==> config.mk <==
export PLATFORM = sky130hd
export DESIGN_NAME = kte_axis_lane
export DESIGN_NICKNAME = d
export VERILOG_FILES = /design/src/kte_pkg.sv /design/src/kte_axis_lane.sv
export SDC_FILE = /design/constraint.sdc
export NUM_CORES = 1
export LEC_CHECK = 0
export BUFFER_PORTS_ARGS = -buffer_cell sky130_fd_sc_hd__buf_4
export CAP_MARGIN = 30
export CELL_PAD_IN_SITES_DETAIL_PLACEMENT = 1
export CELL_PAD_IN_SITES_GLOBAL_PLACEMENT = 1
export CORE_MARGIN = 8
export CORE_UTILIZATION = 50
export DETAILED_ROUTE_END_ITERATION = 8
export PLACE_DENSITY = 0.83
export SETUP_SLACK_MARGIN = 0.05
export SYNTH_ARGS = -nofsm -noshare
export SYNTH_HDL_FRONTEND = slang
export SYNTH_SLANG_ARGS = --single-unit
==> constraint.sdc <==
create_clock -name clk -period 23.2 [get_ports clk]
set_input_delay 5.8 -clock clk [delete_from_list [all_inputs] [get_ports clk]]
set_output_delay 5.8 -clock clk [all_outputs]
set_load 0.03 [all_outputs]
==> src/kte_pkg.sv <==
// ----------------------------------------------------------------------------
// kte_pkg - shared types, constants and tables of the tilt estimator
// widths, calibration matrix, cordic angle table and helper types
// ----------------------------------------------------------------------------
package kte_pkg;

    localparam int NUM_AXES_DEF     = 3;
    localparam int CORDIC_STEPS_DEF = 16;
    localparam int TABLE_LEN        = 24;
    localparam int NUM_REGS         = 7;

    localparam logic [2:0] REG_PROCESS_NOISE  = 3'd0;
    localparam logic [2:0] REG_MEAS_NOISE     = 3'd1;
    localparam logic [2:0] REG_INIT_COV       = 3'd2;
    localparam logic [2:0] REG_INIT_Z         = 3'd3;
    localparam logic [2:0] REG_OFFSET_X       = 3'd4;
    localparam logic [2:0] REG_OFFSET_Y       = 3'd5;
    localparam logic [2:0] REG_OFFSET_Z       = 3'd6;

    localparam logic [15:0] RST_PROCESS_NOISE = 16'd26;
    localparam logic [15:0] RST_MEAS_NOISE    = 16'd512;
    localparam logic [15:0] RST_INIT_COV      = 16'd512;
    localparam logic [15:0] RST_INIT_Z        = 16'd1000;
    localparam logic [15:0] RST_OFFSET_X      = 16'd35;
    localparam logic [15:0] RST_OFFSET_Y      = 16'd27;
    localparam logic [15:0] RST_OFFSET_Z      = 16'hFF29;

    localparam logic signed [23:0] EST_MAX = 24'sh7FFFFF;
    localparam logic signed [23:0] EST_MIN = 24'sh800000;

    // lane command from the top level
    typedef struct packed {
        logic        start;
        logic [15:0] gain;
    } lane_cmd_t;

    // calibration matrix, scaled by 2^20, indexed [row j][column i]
    function automatic logic signed [21:0] cal_coef(input logic [1:0] j,
                                                    input logic [1:0] i);
        logic signed [21:0] c;
        c = '0;
        case ({j, i})
            4'b0000: c = 22'sd1046957;
            4'b0001: c = -22'sd19562;
            4'b0010: c = -22'sd33;
            4'b0100: c = -22'sd33037;
            4'b0101: c = 22'sd1074001;
            4'b0110: c = -22'sd4705;
            4'b1000: c = -22'sd6634;
            4'b1001: c = -22'sd1221;
            4'b1010: c = 22'sd1034431;
            default: c = '0;
        endcase
        return c;
    endfunction

    function automatic logic [29:0] atan_entry(input logic [4:0] i);
        logic [29:0] a;
        a = '0;
        case (i)
            5'd0:  a = 30'd294912000;
            5'd1:  a = 30'd174096719;
            5'd2:  a = 30'd91987925;
            5'd3:  a = 30'd46694507;
            5'd4:  a = 30'd23437865;
            5'd5:  a = 30'd11730358;
            5'd6:  a = 30'd5866610;
            5'd7:  a = 30'd2933484;
            5'd8:  a = 30'd1466764;
            5'd9:  a = 30'd733385;
            5'd10: a = 30'd366693;
            5'd11: a = 30'd183346;
            5'd12: a = 30'd91673;
            5'd13: a = 30'd45837;
            5'd14: a = 30'd22918;
            5'd15: a = 30'd11459;
            5'd16: a = 30'd5730;
            5'd17: a = 30'd2865;
            5'd18: a = 30'd1432;
            5'd19: a = 30'd716;
            5'd20: a = 30'd358;
            5'd21: a = 30'd179;
            5'd22: a = 30'd90;
            5'd23: a = 30'd45;
            default: a = '0;
        endcase
        return a;
    endfunction

endpackage

==> src/kte_axis_lane.sv <==
// ----------------------------------------------------------------------------
// kte_axis_lane - scalar kalman estimate update (or raw copy) for one axis
// filtered: two stages, multiply gain by innovation, then round, add, clamp
// ----------------------------------------------------------------------------
module kte_axis_lane
#(
    parameter bit                 FILTERED  = 1'b1,
    parameter logic signed [23:0] RST_VALUE = '0
)
(
    input  logic                   clk,
    input  logic                   rst_n,
    input  kte_pkg::lane_cmd_t     cmd,
    input  logic signed [15:0]     sample,
    input  logic                   load,
    input  logic signed [23:0]     load_value,
    output logic signed [23:0]     estimate
);

    localparam logic signed [23:0] EST_MAX_L = kte_pkg::EST_MAX;
    localparam logic signed [23:0] EST_MIN_L = kte_pkg::EST_MIN;

    logic signed [23:0] est_reg;
    logic signed [24:0] diff;
    logic signed [41:0] prod_reg;
    logic               stage_reg;
    logic signed [42:0] sum;
    logic signed [23:0] meas;

    assign meas = {sample, 8'd0};
    assign diff = 25'(meas) - 25'(est_reg);
    assign sum  = 43'(est_reg) + 43'((prod_reg + 42'sd32768) >>> 16);

    always_ff @(posedge clk or negedge rst_n)
    begin
        if (!rst_n)
            stage_reg <= 1'b0;
        else
            stage_reg <= cmd.start;
    end

    always_ff @(posedge clk)
    begin
        if (cmd.start)
            prod_reg <= $signed({1'b0, cmd.gain}) * diff;
    end

    always_ff @(posedge clk or negedge rst_n)
    begin
        if (!rst_n)
            est_reg <= RST_VALUE;
        else if (load)
            est_reg <= load_value;
        else if (cmd.start && !FILTERED)
            est_reg <= meas;
        else if (stage_reg && FILTERED)
        begin
            if (sum > 43'(EST_MAX_L))
                est_reg <= EST_MAX_L;
            else if (sum < 43'(EST_MIN_L))
                est_reg <= EST_MIN_L;
            else
                est_reg <= sum[23:0];
        end
    end

    assign estimate = est_reg;

endmodule

======== Word-level counts from Yosys, hierarchy flattened ========
Index checks and enable logic that the tools add are counted.
Widths: inputs -> output; s select.
operators by class
  add/subtract/negate cells ............... 3
  $mul .................................... 1
  mux-type cells .......................... 4
  order comparisons ....................... 2
  reduce and logical (&&, ||, !) cells .... 1
operators with widths
  kind                    count
  $mux 24                 4
  $add 42x17->43 const B  1
  $mul 17x25->42          1
  $add 24x27->28          1
  $gt 28x24->1 const B    1
  $lt 28x24->1 const B    1
  $sub 24x24->25          1
  $reduce_bool 2->1       1
storage, ports and cells
  flip-flop bits (word level) ............. 67
  input port bits ......................... 60
  word-level logic and storage cells ...... 14

======== Depth between registers and ports, before layout ========
Gate-level depths: netlist of run 1.
  depth in word-level cells ............... 7
  depth in mapped cells ................... 34
  gate-level depth less buffers ........... 33

======== Worst setup path before layout of run 1 ========
No wires, ideal clock.
  path kind ............................... input-to-reg
  start ................................... in sample[1]
  end ..................................... reg prod_reg[41] (data pin)
  required time ........................... 22.937 ns
  stages on the path ...................... 29
  slack ................................... 10.075 ns
  data arrival time ....................... 12.863 ns
  library setup time ...................... 0.263 ns
  cell sequence ........................... ha_1 > o21a_1 > o21ai_0 > a21oi_2 > o31ai_4 > a21oi_2 > a21o_1 > a41oi_2 > buf_2 > and2_1 > fa_1 > inv_1 > fa_1 > clkbuf_1 > xnor2_1 > xor2_1 > fa_1 > fa_1 > inv_1 > fa_1 > inv_1 > ha_1 > nor2b_1 > o21ai_0 > nand2b_1 > a221oi_2 > o21ai_1 > o41ai_2 > xnor2_1
on the way
  longest elaborated chain between the ends .. 2
RTL lines
  what                  line                 source
  start, declared       kte_axis_lane.sv:14  input logic signed [15:0] sample,
  $sub 24x24->25        kte_axis_lane.sv:31  assign diff = 25'(meas) - 25'(est_reg);
  $mul 17x25->42        kte_axis_lane.sv:45  prod_reg <= $signed({1'b0, cmd.gain}) * diff;
  end signal, assigned  kte_axis_lane.sv:45
  end, declared         kte_axis_lane.sv:25  logic signed [41:0] prod_reg;
No other way between the ends.
A chain may end at the register's enable or synchronous reset.

======== Final worst setup path of run 1 ========
  start ................................... in sample[0]
  end ..................................... reg prod_reg[40] (data pin)
The elaborated chain is that of the path after synthesis.

==> results.py, run 1 <==
metrics = {
    "outcome": {
        "outcome": "completed",
    },
    "setup_path": {
        "reg2reg_to": "prod_reg[40]$_DFFE_PP_",
        "crit_path_frequent_cell": "fa_1",
        "cp_max_fo": 16,
        "critPathTopFamily": "adder cells",
        "arrival_ns": 14.54,
        "critPathSlowestCell": "xnor2_2",
        "critical_path_class": "in -> reg",
        "crit_buf_inv": 4,
        "crit_path_start": "sample[0]",
        "r2r-start": "estimate[0]$_DFFE_PN0P_",
        "end_kind": "flip-flop",
        "max_stage_delay_ns": 0.80,
        "worstSetupStartpointType": "input pin",
        "worstPathRequired_ns": 23.26,
        "rrSetupSlack_ns": 13.62,
        "reg2reg_depth": 29,
    },
    "logic_synthesis": {
        "synth-seq-area-share_pct": 7.61,
        "netlist_area_mm2": 0.0189,
        "synth_flop_cell": "edfxtp_1",
        "synth_seq_cells": 52,
        "synth_cells": 2157,
        "synth_edf_count": 27,
        "synth-async-reset-ratio_pct": 48.1,
        "synthTopCellsByArea": "fa_1 (41%), inv_1 (9.9%), ha_1 (9.8%)",
        "synth_warnings": 0,
        "synth.distinct_cells": 72,
        "syn_area_per_cell_um2": 8.76,
        "synth_top_area_share_pct": 40.6,
        "yosys.area.top_type": "fa_1",
        "synth_nets": 2748,
    },
    "routing": {
        "num_vias": 14900,
        "drt-total-wl_um": 56500,
        "route.detailed.drc": 0,
        "wl_met3_um": 2040,
        "ant_nets": 0,
        "drtIter0Drc": 659,
        "vias_per_cell": 5.50,
        "first_pass_iters": 5,
        "top_layer_used": "met4",
        "m1WireLength_um": 21300,
        "wl_met2_um": 30800,
        "wire_per_inst_um": 20.8,
    },
    "placed_design": {
        "hpwl_um": 46200,
        "io_buffers": 83,
        "gp_congestion": 0.910,
        "placed_cell_area_mm2": 0.0201,
        "place_ws_ns": 8.38,
        "placed_cells": 2699,
    },
    "clocking": {
        "clk_root_buffer_cell": "clkbuf_16",
        "clock_sinks": 52,
        "ctsHoldBuffers": 0,
        "clk_transition_reported_paths_ns": 0.08,
        "postCtsSetupBuffers": 0,
        "cts.path.max_buffers": 2,
        "cts_tree": "done",
        "cts_buffers": 5,
        "cts_resized": 0,
        "cts_max_level": 2,
        "clk_latency_ns": 0.31,
    },
    "die": {
        "ioPinCount": 84,
        "dieHeight_um": 210,
        "core_area_mm2": 0.0374,
        "die_w_um": 210,
        "std_cell_rows": 71,
        "start_util_pct": 50.5,
        "die_area_mm2": 0.0442,
    },
    "hold_path": {
        "hold_path_class": "reg -> reg",
        "whs_endpoint": "estimate[17]$_DFFE_PN0P_",
        "hp-start": "estimate[17]$_DFFE_PN0P_",
        "hold_path_depth": 4,
    },
    "timing": {
        "max_freq_mhz": 69.1,
        "tightest_slew_ns": 1.03,
        "fin_ws_ns": 8.72,
        "grt_setup_unrepaired": "false",
        "finalSetupViolCount": 0,
        "hold_viol": 0,
        "slew_headroom_pct": 31.2,
        "drv_slew": 0,
        "fin_crit_sh_pct": 62.4,
        "fin_skew_ns": 0.00412,
        "layout_min_cycle_time_ns": 14.48,
        "tns_ns": 0,
    },
    "cells_and_area": {
        "num_antenna_cells": 0,
        "stdcell_area_mm2": 0.0203,
        "fin_cells": 2709,
        "drive_gt1_share_pct": 8.10,
        "fin_nets": 2788,
        "largest_reg_flops": 27,
        "syn2layout_area_growth_pct": 7.26,
    },
    "job": {
        "cap_violations": 0,
    },
    "grt": {
        "grt_max_degree": 50,
        "grt_pass1_vias": 17700,
        "grtUsageTotal_pct": 26.3,
        "antenna_found_initial": 0,
        "grt_first_pass_wirelength_um": 92200,
        "grt_overflow": 0,
    },
}
## metal layers
layer,vias up,global-route usage (%)
met2,408,50.3
met4,0,10.3
met1,7760,29.7
met5,-,0
li1,6561,-
met3,168,2.55
## tightest hold or removal path: stages (launching register included)
cell     delay (ns)
dfrtp_1        0.41
nor2_1         0.07
nor2_1         0.08
a21oi_1        0.05
a21oi_1        0.10
## cells in the final DEF, fill, tap and decap left out, drive strengths merged, types with 2 or more instances in the layout
cell type,instances
o2bb2ai,3
nand4,7
nand3b,2
nand2,275
or2,3
nand2b,9
a21oi,112
nor2b,10
and2,171
o211ai,4
nor4,3
o221ai,2
nor2,109
ha,148
inv,501
nor3,15
dfrtp,25
buf,108
a211oi,8
and4,2
o31ai,7
clkinv,2
a31oi,6
fa,383
a21boi,2
nand3,20
xor2,39
clkbuf,6
a21o,20
o21bai,11
o22ai,2
xnor2,73
o21ai,46
and3,11
o41ai,3
a41oi,3
o21a,10
edfxtp,27
## cells in the mapped netlist, types with 25 or more instances
master,count
o21ai_0,36
nor2_1,108
a21oi_1,101
xor2_1,39
ha_1,148
clkbuf_1,61
xnor2_1,69
inv_1,499
fa_1,383
nand2_1,275
dfrtp_1,25
and2_1,161
edfxtp_1,27
## worst max path at each step
stage                                   endpoint  depth (start not counted)
after floorplan           prod_reg[41]$_DFFE_PP_                         29
after global placement    prod_reg[40]$_DFFE_PP_                         29
after detailed placement  prod_reg[40]$_DFFE_PP_                         29
after CTS                 prod_reg[40]$_DFFE_PP_                         29
after global routing      prod_reg[40]$_DFFE_PP_                         29
final                     prod_reg[40]$_DFFE_PP_                         29
## area by class of cell
type / count / area (µm²)
timing repair buffer: 109 / 846
inverter: 500 / 1880
fill: 4405 / 17100
multi-input combinational: 1529 / 15300
clock buffer: 5 / 125
sequential: 52 / 1440
tap: 511 / 639
clock inverter: 3 / 22.5
## stage by stage
stage	utilization, %	hold WS [ns]
after floorplan	-	0.725
after CTS	54.1	0.761
after global placement	53.6	0.722
after global routing	54.2	0.833
after detailed placement	53.7	0.743
final	54.2	0.747
## cells by family after synthesis
logic type / Yosys count / synth area share (%)
XOR/XNOR: 112 / 5.35
AO/OA/AOI/OAI: 247 / 8.71
adder cells (fa/ha/maj): 531 / 50.4
multiplexers: 1 / 0.0530
flip-flops: 52 / 7.61
AND/OR/NAND/NOR: 638 / 16.2
buffers and inverters: 576 / 11.6
Power of run 1 is not shown: default switching activity piles up to over one toggle a cycle in this logic, so the estimate is an artifact.
==> run 2, diff against run 1 <==
==> constraint.sdc (replaced) <==
create_clock -name clk -period 14.3 [get_ports clk]
set_input_delay 3.575 -clock clk [delete_from_list [all_inputs] [get_ports clk]]
set_output_delay 3.575 -clock clk [all_outputs]
set_load 0.03 [all_outputs]
==> results.py, run 2 (synthesis results as in run 1) <==
metrics = {
    "outcome": {
        "outcome": "completed",
    },
    "setup_path": {
        "crit_buf_inv": 4,
        "critical_path_class": "in -> reg",
        "end_kind": "flip-flop",
        "crit_path_frequent_cell": "fa_1",
        "critPathSlowestCell": "xnor2_2",
        "critPathTopFamily": "adder cells",
        "arrival_ns": 12.30,
        "worstSetupStartpointType": "input pin",
        "cp_max_fo": 16,
        "worstPathRequired_ns": 14.37,
        "max_stage_delay_ns": 0.81,
    },
    "clocking": {
        "clk_root_buffer_cell": "clkbuf_16",
        "clock_sinks": 52,
        "cts_resized": 0,
        "ctsHoldBuffers": 0,
        "cts.path.max_buffers": 2,
        "postCtsSetupBuffers": 0,
        "clk_latency_ns": 0.31,
        "cts_buffers": 5,
        "cts_tree": "done",
        "clk_transition_reported_paths_ns": 0.08,
        "cts_max_level": 2,
    },
    "timing": {
        "hold_viol": 0,
        "max_freq_mhz": 81.8,
        "fin_skew_ns": 0.00839,
        "layout_min_cycle_time_ns": 12.23,
        "grt_setup_unrepaired": "false",
        "slew_headroom_pct": 30.4,
        "tightest_slew_ns": 1.04,
        "drv_slew": 0,
        "fin_crit_sh_pct": 85.5,
        "tns_ns": 0,
        "finalSetupViolCount": 0,
    },
    "hold_path": {
        "hold_path_class": "reg -> reg",
    },
    "cells_and_area": {
        "n_fill_cell": 4406,
        "drive_gt1_share_pct": 8.10,
        "multiInputGateArea_mm2": 0.0153,
        "final_common_cell": "inv_1",
        "num_antenna_cells": 0,
        "syn2layout_area_growth_pct": 7.26,
        "seq_area_mm2": 0.00144,
        "mostFrequentLayoutCells": "inv_1 (499), fa_1 (383), nand2_1 (275)",
        "largest_reg_flops": 27,
        "fin_nets": 2788,
    },
    "routing": {
        "wire_per_inst_um": 21.0,
        "ant_nets": 0,
        "num_vias": 14900,
        "vias_per_cell": 5.51,
        "drtIter0Drc": 668,
        "drt-total-wl_um": 56900,
        "route.detailed.drc": 0,
        "first_pass_iters": 5,
    },
    "grt": {
        "grtUsageTotal_pct": 26.7,
        "grt_overflow": 0,
        "grt_first_pass_wirelength_um": 93800,
        "grt_pass1_vias": 18100,
        "antenna_found_initial": 2,
        "grt_max_degree": 50,
    },
    "die": {
        "dieHeight_um": 210,
        "die_area_mm2": 0.0442,
        "start_util_pct": 50.5,
        "core_area_mm2": 0.0374,
        "die_w_um": 210,
        "std_cell_rows": 71,
        "ioPinCount": 84,
    },
    "job": {
        "cap_violations": 0,
    },
    "placed_design": {
        "gp_congestion": 0.910,
        "io_buffers": 83,
        "hpwl_um": 46700,
    },
}
run 2: cell counts in the layout (fill, tap and decap cells not counted):
No cell type changed its count.
run 2: worst paths after layout:
kind,from,endpoint,slack [ns],cells past startpoint
worst max register to register,estimate[0]$_DFFE_PN0P_,prod_reg[40]$_DFFE_PP_,4.73,29
worst max-delay path,sample[0],prod_reg[40]$_DFFE_PP_,2.07,29
min in group asynchronous,rst_n,estimate[1]$_DFFE_PN0P_,3.16,1
worst min register to register,estimate[17]$_DFFE_PN0P_,estimate[17]$_DFFE_PN0P_,0.76,4
max in group asynchronous,rst_n,estimate[20]$_DFFE_PN0P_,10.87,1
worst min-delay path,estimate[17]$_DFFE_PN0P_,estimate[17]$_DFFE_PN0P_,0.76,4
run 2: final cells by class:
| class | instances | area share, % |
|---|---|---|
| timing repair buffer | 109 | 4.18 |
| clock buffer | 5 | 0.618 |
| multi-input combinational | 1529 | 75.6 |
| clock inverter | 3 | 0.111 |
| tap | 511 | 3.16 |
| inverter | 500 | 9.26 |
| sequential | 52 | 7.09 |
run 2: per-stage QoR:
step / instances / instance area (µm²) / setup WS, ns / utilization, % / hold slack (ns)
5_1_grt: 2709 / 20300 / 1.68 / 54.2 / 0.828
3_5_place_dp: 2699 / 20100 / 1.83 / 53.7 / 0.746
2_1_floorplan: 2157 / 18900 / 3.40 / - / 0.725
6_report: 2709 / 20300 / 2.07 / 54.2 / 0.756
3_3_place_gp: 2695 / 20000 / 2.40 / 53.6 / 0.722
4_1_cts: 2707 / 20200 / 2.14 / 54.1 / 0.762
run 2: worst register-to-register path, delay by kind of cell, from the launching register on:
family	cells	cell delay [ns]
AO/OA/AOI/OAI	12	3.33
buffers and inverters	4	0.36
adder cells (fa/ha/maj)	7	3.41
AND/OR/NAND/NOR	4	0.91
flip-flops	1	0.37
XOR/XNOR	2	0.95
run 2: per-layer routing:
metal	track usage, %	vias up	part of all wire, %	wire length (µm)
met5	0	-	0	0
met4	12.0	0	4.8	2740
met3	2.78	202	4.0	2290
met2	51.0	397	54	30800
met1	29.6	7776	37	21100
li1	-	6552	-	-
Power of run 2 is left out for the same reason.
==> run 3, diff against run 2 <==
--- a/config.mk
+++ b/config.mk
@@ -5,14 +5,14 @@
 export SDC_FILE = /design/constraint.sdc
 export NUM_CORES = 1
 export LEC_CHECK = 0
+export ABC_AREA = 1
 export BUFFER_PORTS_ARGS = -buffer_cell sky130_fd_sc_hd__buf_4
-export CAP_MARGIN = 30
 export CELL_PAD_IN_SITES_DETAIL_PLACEMENT = 1
 export CELL_PAD_IN_SITES_GLOBAL_PLACEMENT = 1
-export CORE_MARGIN = 8
-export CORE_UTILIZATION = 50
+export CORE_MARGIN = 2
+export CORE_UTILIZATION = 49
 export DETAILED_ROUTE_END_ITERATION = 8
-export PLACE_DENSITY = 0.83
+export PLACE_DENSITY = 0.84
 export SETUP_SLACK_MARGIN = 0.05
 export SYNTH_ARGS = -nofsm -noshare
 export SYNTH_HDL_FRONTEND = slang
==> results.py, run 3 <==
metrics = {
    "routing": {
        "wl_met3_um": 5070,
        "num_vias": 18200,
        "wl_met2_um": 34800,
        "m1WireLength_um": 29500,
        "drtIter0Drc": 1150,
        "drt-total-wl_um": 72300,
        "ant_nets": 0,
        "wire_per_inst_um": 22.0,
        "route.detailed.drc": 0,
        "top_layer_used": "met4",
        "vias_per_cell": 5.53,
        "first_pass_iters": 7,
    },
    "logic_synthesis": {
        "synth_seq_cells": 52,
        "synth_commonest_cells": "inv_1 (687), nand2_1 (553), fa_1 (383)",
        "synth_warnings": 0,
        "netlist_area_mm2": 0.0205,
        "yosys.area.top_type": "fa_1",
        "synth_cells": 2713,
        "syn_area_per_cell_um2": 7.57,
        "synth_nets": 3304,
        "synth_edf_count": 27,
        "synth_flop_cell": "edfxtp_1",
        "yosysMostFrequentCell": "inv_1",
        "synthTopCellsByArea": "fa_1 (37%), inv_1 (13%), nand2_1 (10%)",
        "synth_top_area_share_pct": 37.3,
        "synth-async-reset-ratio_pct": 48.1,
        "synth.distinct_cells": 58,
        "synth-seq-area-share_pct": 6.99,
    },
    "hold_path": {
        "hp-start": "estimate[1]$_DFFE_PN0P_",
        "hold_path_class": "reg -> reg",
    },
    "placed_design": {
        "hpwl_um": 62000,
        "placed_cell_area_mm2": 0.0216,
        "io_buffers": 83,
        "placed_cells": 3274,
        "gp_congestion": 0.953,
    },
    "setup_path": {
        "cp_max_fo": 14,
        "worstPathRequired_ns": 14.35,
        "critPathTopFamily": "adder cells",
        "end_kind": "flip-flop",
        "arrival_ns": 11.63,
        "max_stage_delay_ns": 0.75,
        "crit_path_start": "sample[3]",
        "r2r-start": "estimate[23]$_DFFE_PN0P_",
        "worstSetupStartpointType": "input pin",
        "critPathSlowestCell": "fa_1",
        "reg2reg_to": "prod_reg[41]$_DFFE_PP_",
        "rrSetupSlack_ns": 5.35,
        "critical_path_class": "in -> reg",
        "crit_buf_inv": 4,
        "reg2reg_depth": 26,
        "crit_cells": 26,
        "critical_path.endpoint": "prod_reg[41]$_DFFE_PP_",
        "crit_path_frequent_cell": "fa_1",
    },
    "cells_and_area": {
        "drive_gt1_share_pct": 7.11,
        "largest_reg_flops": 27,
        "final_common_cell": "inv_1",
        "fin_nets": 3333,
        "n_fill_cell": 5310,
        "stdcell_area_mm2": 0.0217,
        "syn2layout_area_growth_pct": 5.77,
        "fin_cells": 3283,
        "mostFrequentLayoutCells": "inv_1 (687), nand2_1 (553), fa_1 (383)",
    },
    "clocking": {
        "clk_transition_reported_paths_ns": 0.08,
        "postCtsSetupBuffers": 0,
        "cts.path.max_buffers": 2,
        "clock_sinks": 52,
        "clk_root_buffer_cell": "clkbuf_16",
        "cts_max_level": 2,
        "ctsHoldBuffers": 0,
        "cts_resized": 0,
        "cts_buffers": 5,
        "clk_latency_ns": 0.32,
        "cts_tree": "done",
    },
    "die": {
        "die_w_um": 209,
        "dieHeight_um": 209,
        "ioPinCount": 84,
        "core_area_mm2": 0.0417,
        "std_cell_rows": 75,
        "start_util_pct": 49.3,
        "die_area_mm2": 0.0436,
    },
    "grt": {
        "grt_overflow": 0,
        "grtUsageTotal_pct": 34.2,
        "antenna_found_initial": 1,
        "grt_first_pass_wirelength_um": 115000,
        "grt_pass1_vias": 20700,
        "grt_max_degree": 49,
    },
    "timing": {
        "drv_slew": 0,
        "fin_crit_sh_pct": 81.0,
        "layout_min_cycle_time_ns": 11.58,
        "slew_headroom_pct": 19.1,
        "fin_skew_ns": 0.0136,
        "hold_viol": 0,
        "whs_ns": 0.610,
        "finalSetupViolCount": 0,
        "tightest_slew_ns": 1.21,
        "grt_setup_unrepaired": "false",
        "tns_ns": 0,
        "max_freq_mhz": 86.4,
    },
    "job": {
        "cap_violations": 0,
    },
    "outcome": {
        "outcome": "completed",
    },
}
[run 3: cell types whose count changed in the layout (fill, tap and decap cells not counted), sizes merged, moves of 13 or more]
cell	previous run	this run
buf	108	88
xnor2	73	32
nor2	109	292
nand3	20	115
nand2	275	569
inv	501	700
a21oi	112	88
and2	171	0
or2	3	38
a21o	20	7
xor2	39	66
[run 3: metrics by stage]
step,setup slack [ns],util (%)
after floorplan,4.20,-
after global placement,2.42,51.8
after detailed placement,2.45,51.8
after CTS,2.78,52.1
after global routing,2.38,52.1
final,2.72,52.2
[run 3: logic make-up after synthesis]
logic type | after synthesis | share of synthesized area, %
AO/OA/AOI/OAI | 197 | 5.57
XOR/XNOR | 98 | 4.38
adder cells (fa/ha/maj) | 531 | 46.3
buffers and inverters | 767 | 14.4
flip-flops | 52 | 6.99
AND/OR/NAND/NOR | 1068 | 22.3
[run 3: layout make-up]
class,instances,area (µm²),area share [%]
sequential,52,1440,6.61
clock buffer,5,125,0.576
inverter,701,2630,12.1
timing repair buffer,88,661,3.04
multi-input combinational,1894,16200,74.4
tap,539,674,3.10
antenna,1,2.50,0.0115
clock inverter,3,28.8,0.132
[run 3: per-layer routing]
metal  track usage, %  vias up
li1                 -     8085
met1             44.2     9193
met2             58.7      691
met3             4.61      186
met4             12.7        0
met5                0        -
[run 3: worst min-delay path by stage]
| stage | end | slack (ns) | depth (start not counted) |
|---|---|---|---|
| detailed placement | estimate[19]$_DFFE_PN0P_ | 0.58 | 2 |
| finish | estimate[1]$_DFFE_PN0P_ | 0.61 | 2 |
| global route | estimate[19]$_DFFE_PN0P_ | 0.64 | 2 |
| CTS | estimate[1]$_DFFE_PN0P_ | 0.61 | 2 |
| global placement | estimate[1]$_DFFE_PN0P_ | 0.56 | 2 |
| floorplan | estimate[10]$_DFFE_PN0P_ | 0.69 | 2 |
[run 3: tightest hold or removal path, delay by kind of cell, from the launching register on]
family,cells,cell delay [ns]
and+or+nand+nor,2,0.14
DFF,1,0.44
Power of run 3 is left out for the same reason.
